$ cat config.mk
export PLATFORM = sky130hd
export DESIGN_NAME = bf2_out_stage
export DESIGN_NICKNAME = d
export VERILOG_FILES = /design/src/rtl/bf2_pkg.sv /design/src/rtl/bf2_out_stage.sv
export SDC_FILE = /design/constraint.sdc
export NUM_CORES = 1
export LEC_CHECK = 0
export ABC_AREA = 1
export BUFFER_PORTS_ARGS = -buffer_cell sky130_fd_sc_hd__buf_2
export CORE_MARGIN = 10
export CORE_UTILIZATION = 44
export CTS_CLUSTER_DIAMETER = 80
export DETAILED_ROUTE_END_ITERATION = 12
export PLACE_DENSITY = 0.72
export SLEW_MARGIN = 25
export SYNTH_ARGS = -nofsm -noshare
export SYNTH_HDL_FRONTEND = slang
export SYNTH_SLANG_ARGS = --single-unit
export TNS_END_PERCENT = 30
$ cat constraint.sdc
create_clock -name clk -period 4.4 [get_ports clk]
set_clock_uncertainty 0.1 [all_clocks]
set_input_delay 0.22 -clock clk [delete_from_list [all_inputs] [get_ports clk]]
set_output_delay 0.22 -clock clk [all_outputs]
set_load 0.01 [all_outputs]
$ cat src/rtl/bf2_pkg.sv
// Package for the 2x2 box filter: pixel and result beat types, register
// indexes, sizing constants and the channel scaling function. No dependencies.
`timescale 1ns / 1ps
`default_nettype none

package bf2_pkg;

  localparam int MAX_WIDTH   = 2047;
  localparam int FRAC_BITS   = 12;
  localparam int STORE_DEPTH = MAX_WIDTH + 1;
  localparam int ADDR_W      = $clog2(STORE_DEPTH);

  localparam int CHAN_W  = 16;
  localparam int SUM_W   = CHAN_W + 2;
  localparam int COL_W   = 11;
  localparam int ROW_W   = 12;
  localparam int CFG_W   = 12;
  localparam int CIDX_W  = 1;

  // sum of four channels that stands for 1.0 average
  localparam int FULL_W  = FRAC_BITS + 2;
  localparam logic [SUM_W-1:0] FULL_SUM = SUM_W'(4 << FRAC_BITS);
  localparam int PROD_W  = FULL_W + 8;

  localparam logic [CIDX_W-1:0] REG_IMAGE_WIDTH  = 1'd0;
  localparam logic [CIDX_W-1:0] REG_IMAGE_HEIGHT = 1'd1;

  localparam logic [COL_W-1:0] WIDTH_RESET  = 11'd640;
  localparam logic [ROW_W-1:0] HEIGHT_RESET = 12'd480;

  typedef struct packed {
    logic [CHAN_W-1:0] red;
    logic [CHAN_W-1:0] green;
    logic [CHAN_W-1:0] blue;
  } pixel_t;

  typedef struct packed {
    logic [7:0] blue_byte;
    logic [7:0] green_byte;
    logic [7:0] red_byte;
    logic       frame_end;
  } result_t;

  // window held in the first stage, handed to the output stage
  typedef struct packed {
    logic   valid;
    logic   frame_end;
    pixel_t upper_left;
    pixel_t upper;
    pixel_t left;
    pixel_t cur;
  } window_t;

  // floor(sum * 255 / FULL_SUM), saturating at 255
  function automatic logic [7:0] scale_chan(input logic [SUM_W-1:0] sum);
    logic [FULL_W-1:0] s;
    logic [PROD_W-1:0] prod;
    s    = sum[FULL_W-1:0];
    prod = {s, 8'd0} - PROD_W'(s);
    if (sum >= FULL_SUM) begin
      return 8'hFF;
    end
    return prod[PROD_W-1 -: 8];
  endfunction

  function automatic logic [SUM_W-1:0] sum4(input logic [CHAN_W-1:0] a,
                                            input logic [CHAN_W-1:0] b,
                                            input logic [CHAN_W-1:0] c,
                                            input logic [CHAN_W-1:0] d);
    return SUM_W'(a) + SUM_W'(b) + SUM_W'(c) + SUM_W'(d);
  endfunction

endpackage

`default_nettype wire

$ cat src/rtl/bf2_out_stage.sv
// Output stage of the 2x2 box filter: sums the window, scales each channel
// to a byte and holds the result beat. Depends on bf2_pkg.
`timescale 1ns / 1ps
`default_nettype none

module bf2_out_stage (
  input  wire logic             clk,
  input  wire logic             rst_n,
  input  wire bf2_pkg::window_t win,
  output logic                  advance,
  output logic                  out_valid,
  input  wire logic             out_ready,
  output bf2_pkg::result_t      out_data
);
  import bf2_pkg::*;

  logic    out_valid_r, out_valid_nxt;
  result_t out_data_r, out_data_nxt;

  assign advance = !out_valid_r || out_ready;

  always_comb begin
    out_valid_nxt = out_valid_r;
    out_data_nxt  = out_data_r;
    if (advance) begin
      out_valid_nxt = win.valid;
      if (win.valid) begin
        out_data_nxt.blue_byte  = scale_chan(sum4(win.upper_left.blue, win.upper.blue,
                                                  win.left.blue, win.cur.blue));
        out_data_nxt.green_byte = scale_chan(sum4(win.upper_left.green, win.upper.green,
                                                  win.left.green, win.cur.green));
        out_data_nxt.red_byte   = scale_chan(sum4(win.upper_left.red, win.upper.red,
                                                  win.left.red, win.cur.red));
        out_data_nxt.frame_end  = win.frame_end;
      end
    end
  end

  always_ff @(posedge clk) begin
    if (!rst_n) begin
      out_valid_r <= 1'b0;
    end else begin
      out_valid_r <= out_valid_nxt;
    end
  end

  always_ff @(posedge clk) begin
    out_data_r <= out_data_nxt;
  end

  assign out_valid = out_valid_r;
  assign out_data  = out_data_r;

endmodule

`default_nettype wire

==> impl_metrics.py <==
metrics = {
    "logic_synthesis": {
        "yosys.cell_types.count": 44,
        "ys_top_cells_by_area": "sky130_fd_sc_hd__fa_1 (24%), sky130_fd_sc_hd__inv_1 (17%), sky130_fd_sc_hd__nand2_1 (12%)",
        "async_reset_ff_share_pct": 0,
        "synthFlopType": "sky130_fd_sc_hd__edfxtp_1",
        "flop_and_latch_count_out_of_synthesis": 26,
        "yosysTopAreaCellShare_pct": 23.7,
        "synthTopCellsByCount": "sky130_fd_sc_hd__inv_1 (359), sky130_fd_sc_hd__nand2_1 (264), sky130_fd_sc_hd__nand3_1 (110)",
        "synth_area_per_cell_um2": 6.81,
        "syn-num-nets": 1545,
        "synth_enable_flop_cells": 25,
        "syn_inst": 1189,
        "synth_top_area_cell": "sky130_fd_sc_hd__fa_1",
        "mappedNetlistArea_mm2": 0.00810,
        "ys_seq_area_share_pct": 9.51,
        "ys.warnings.count": 0,
        "synthMostInstantiatedCell": "sky130_fd_sc_hd__inv_1",
    },
    "power": {
        "logic_pwr_share_pct": 89.2,
        "report.power.total_uw": 5190,
        "swShare_pct": 58.5,
        "p_sw_uw": 3030,
        "irDropWorstVdd_mv": 0.269,
        "p_clk_share_pct": 4.2,
        "power_density_mw_per_mm2": 527,
        "internal_power_uw": 2160,
        "total_leakage_power_uw": 0.00572,
        "seqPwrFrac_pct": 6.6,
    },
    "floorplanning": {
        "io-pin-count": 224,
        "design.die.area_mm2": 0.0242,
        "fp-row-count": 49,
        "chipWidth_um": 156,
        "core_area_mm2": 0.0180,
        "die_h_um": 156,
        "initial_core_util_pct": 44.9,
    },
    "sta": {
        "finalSetupTns_ns": 0,
        "hold_viol": 0,
        "fmax_mhz": 243,
        "fin_crit_ns": 4.12,
        "final-max-slew-violation-count": 0,
        "tightest_slew_ns": 0.854,
        "final_min_period_over_clock_period_pct": 93.7,
        "setup-violations-final": 0,
        "worst_slew_margin_rel_pct": 43.0,
    },
    "setup_path": {
        "worst_r2r_startpoint": "out_valid$_SDFFE_PN0N_",
        "crit_required_ns": 4.27,
        "worst_setup_path_end_kind": "flop",
        "crit_type": "input pin to flop",
        "critical_path.max_fanout": 4,
        "timing.critical_path.arrival_ns": 3.99,
        "timing.critical_path.from_type": "input pin",
        "timing.critical_path.from": "win[17]",
        "worst-r2r-cell-count": 1,
    },
    "cells_and_area": {
        "nets": 1796,
        "filler_cell_count": 1801,
        "drive_gt1_share_pct": 25.4,
        "utilization_pct": 54.7,
        "insertedDiodeCount": 0,
        "syn2layout_area_growth_pct": 21.6,
    },
    "clocking": {
        "insertion_delay_ns": 0.26,
        "cts.hold.buffers_added": 0,
        "clockRootBuffer": "sky130_fd_sc_hd__clkbuf_16",
        "cts_htree_levels": 1,
        "clock_sinks": 26,
        "ctsLongestPathBuffers": 2,
        "cts.reportedPaths.clkPinSlew_ns": 0.07,
        "tritoncts_clock_tree": "built",
        "number_of_buffers_created_by_cts": 3,
    },
    "place": {
        "gpl.final_weighted_congestion": 0.936,
        "port-buffer-count": 223,
        "detailedPlacementHpwl_um": 18900,
    },
    "route": {
        "routed_via_density": 4.75,
        "drc_errors": 0,
        "drt-pass1-iter-count": 4,
        "route.vias.total": 7929,
        "wirelength_um": 20800,
        "detailedRoute.firstIterationViolations": 340,
        "ant_nets": 0,
        "wl_per_instance_um": 12.5,
    },
    "global_route": {
        "via_count_of_the_first_global_routing_pass": 7996,
        "antenna_violations_before_repair": 0,
        "gr-usage-all-layers_pct": 16.8,
        "grt-ovfl-total": 0,
        "grt_start_max_net_pins": 26,
        "first_pass_grt_wire_length_um": 35200,
    },
    "hold_path": {
        "worst_hold_path_type": "input pin to flop",
        "worstHoldPathCells": 1,
        "worstHoldStart": "win[192]",
    },
    "flow_run": {
        "max_cap_violations": 0,
    },
    "status": {
        "outcome": "finished clean",
    },
}
kinds of logic after synthesis:
group / synth area share, %
AND/OR/NAND/NOR: 32.5
buffers and inverters: 17.1
adder cells (fa/ha/maj): 33.5
AO/OA/AOI/OAI: 5.05
flip-flops: 9.51
XOR/XNOR: 2.36
registers in the layout (all words and copies together) (netlist names):
name,count
out_valid,1
out_data,25
power by group through the flow:
| stage | combinational [uW] | clock [uW] | sequential (uW) |
|---|---|---|---|
| finish | 4630 | 217 | 344 |
| global placement | 4410 | 0 | 349 |
| floorplan | 3300 | 0 | 369 |
| global route | 5250 | 231 | 347 |
| detailed placement | 4450 | 0 | 348 |
| CTS | 4480 | 224 | 344 |
placed cells by master (no fill, tap or decap), types with 25 or more instances in the layout:
cell,count
sky130_fd_sc_hd__nand2_2,32
sky130_fd_sc_hd__inv_1,357
sky130_fd_sc_hd__nand2_1,261
sky130_fd_sc_hd__edfxtp_1,25
sky130_fd_sc_hd__nor2_1,52
sky130_fd_sc_hd__ha_1,57
sky130_fd_sc_hd__buf_2,223
sky130_fd_sc_hd__nand3_1,110
sky130_fd_sc_hd__a21oi_1,25
sky130_fd_sc_hd__nand4_1,25
sky130_fd_sc_hd__fa_1,94
worst max-delay path, stage by stage:
cell and delay (ns):
sky130_fd_sc_hd__buf_2 0.07, sky130_fd_sc_hd__inv_1 0.04, sky130_fd_sc_hd__fa_1 0.53, sky130_fd_sc_hd__inv_1 0.05
sky130_fd_sc_hd__fa_1 0.51, sky130_fd_sc_hd__ha_1 0.17, sky130_fd_sc_hd__inv_1 0.05, sky130_fd_sc_hd__fa_1 0.37
sky130_fd_sc_hd__inv_1 0.13, sky130_fd_sc_hd__nand3_2 0.12, sky130_fd_sc_hd__nand3_2 0.13, sky130_fd_sc_hd__a21oi_1 0.07
sky130_fd_sc_hd__o21ai_0 0.22, sky130_fd_sc_hd__xnor2_1 0.22, sky130_fd_sc_hd__ha_1 0.35, sky130_fd_sc_hd__inv_1 0.09
sky130_fd_sc_hd__nor2_2 0.06, sky130_fd_sc_hd__nand3_1 0.08, sky130_fd_sc_hd__nand2_1 0.11, sky130_fd_sc_hd__o21ai_0 0.24
sky130_fd_sc_hd__nand3_1 0.15
per-layer routing:
| layer | global-route usage (%) | routed length (um) |
|---|---|---|
| met4 | 4.14 | 461 |
| met3 | 3.89 | 1450 |
| met5 | 0 | 0 |
| met1 | 20.8 | 9010 |
| met2 | 28.8 | 9870 |
area by class of cell:
type | count | area [um2] | area share [%]
clock buffers | 4 | 78.8 | 0.800
inverters | 368 | 1380 | 14.0
multi-input cells | 794 | 6040 | 61.3
flip-flops and latches | 26 | 771 | 7.82
well taps | 229 | 287 | 2.91
repair buffers | 247 | 1300 | 13.2
stage by stage:
step | hold slack (ns) | cell area, um2 | setup WS, ns | std cells
6_report | 0.0279 | 9850 | 0.279 | 1668
5_1_grt | 0.0196 | 9850 | -0.00576 | 1668
4_1_cts | 0.0217 | 9760 | 0.184 | 1667
3_5_place_dp | 0.303 | 9680 | -0.120 | 1663
3_3_place_gp | 0.301 | 9680 | -0.0541 | 1663
2_1_floorplan | 0.219 | 8100 | 0.189 | 1189
worst paths after layout:
path                                     end  slack, ns
setup / recovery   out_data[9]$_SDFFCE_PP1P_       0.28
hold / removal         out_data[0]$_DFFE_PP_       0.03
setup reg to reg  out_data[14]$_SDFFCE_PP1P_       2.87
hold reg to reg       out_valid$_SDFFE_PN0N_       0.45
repair_timing:
action / in CTS / in global routing
setup buffers: 0 / 1
hold endpoints to repair: 0 / 0
resized for setup: 0 / 20
endpoints found under the setup margin: 0 / 19
Power figures use the tool's default switching activity.
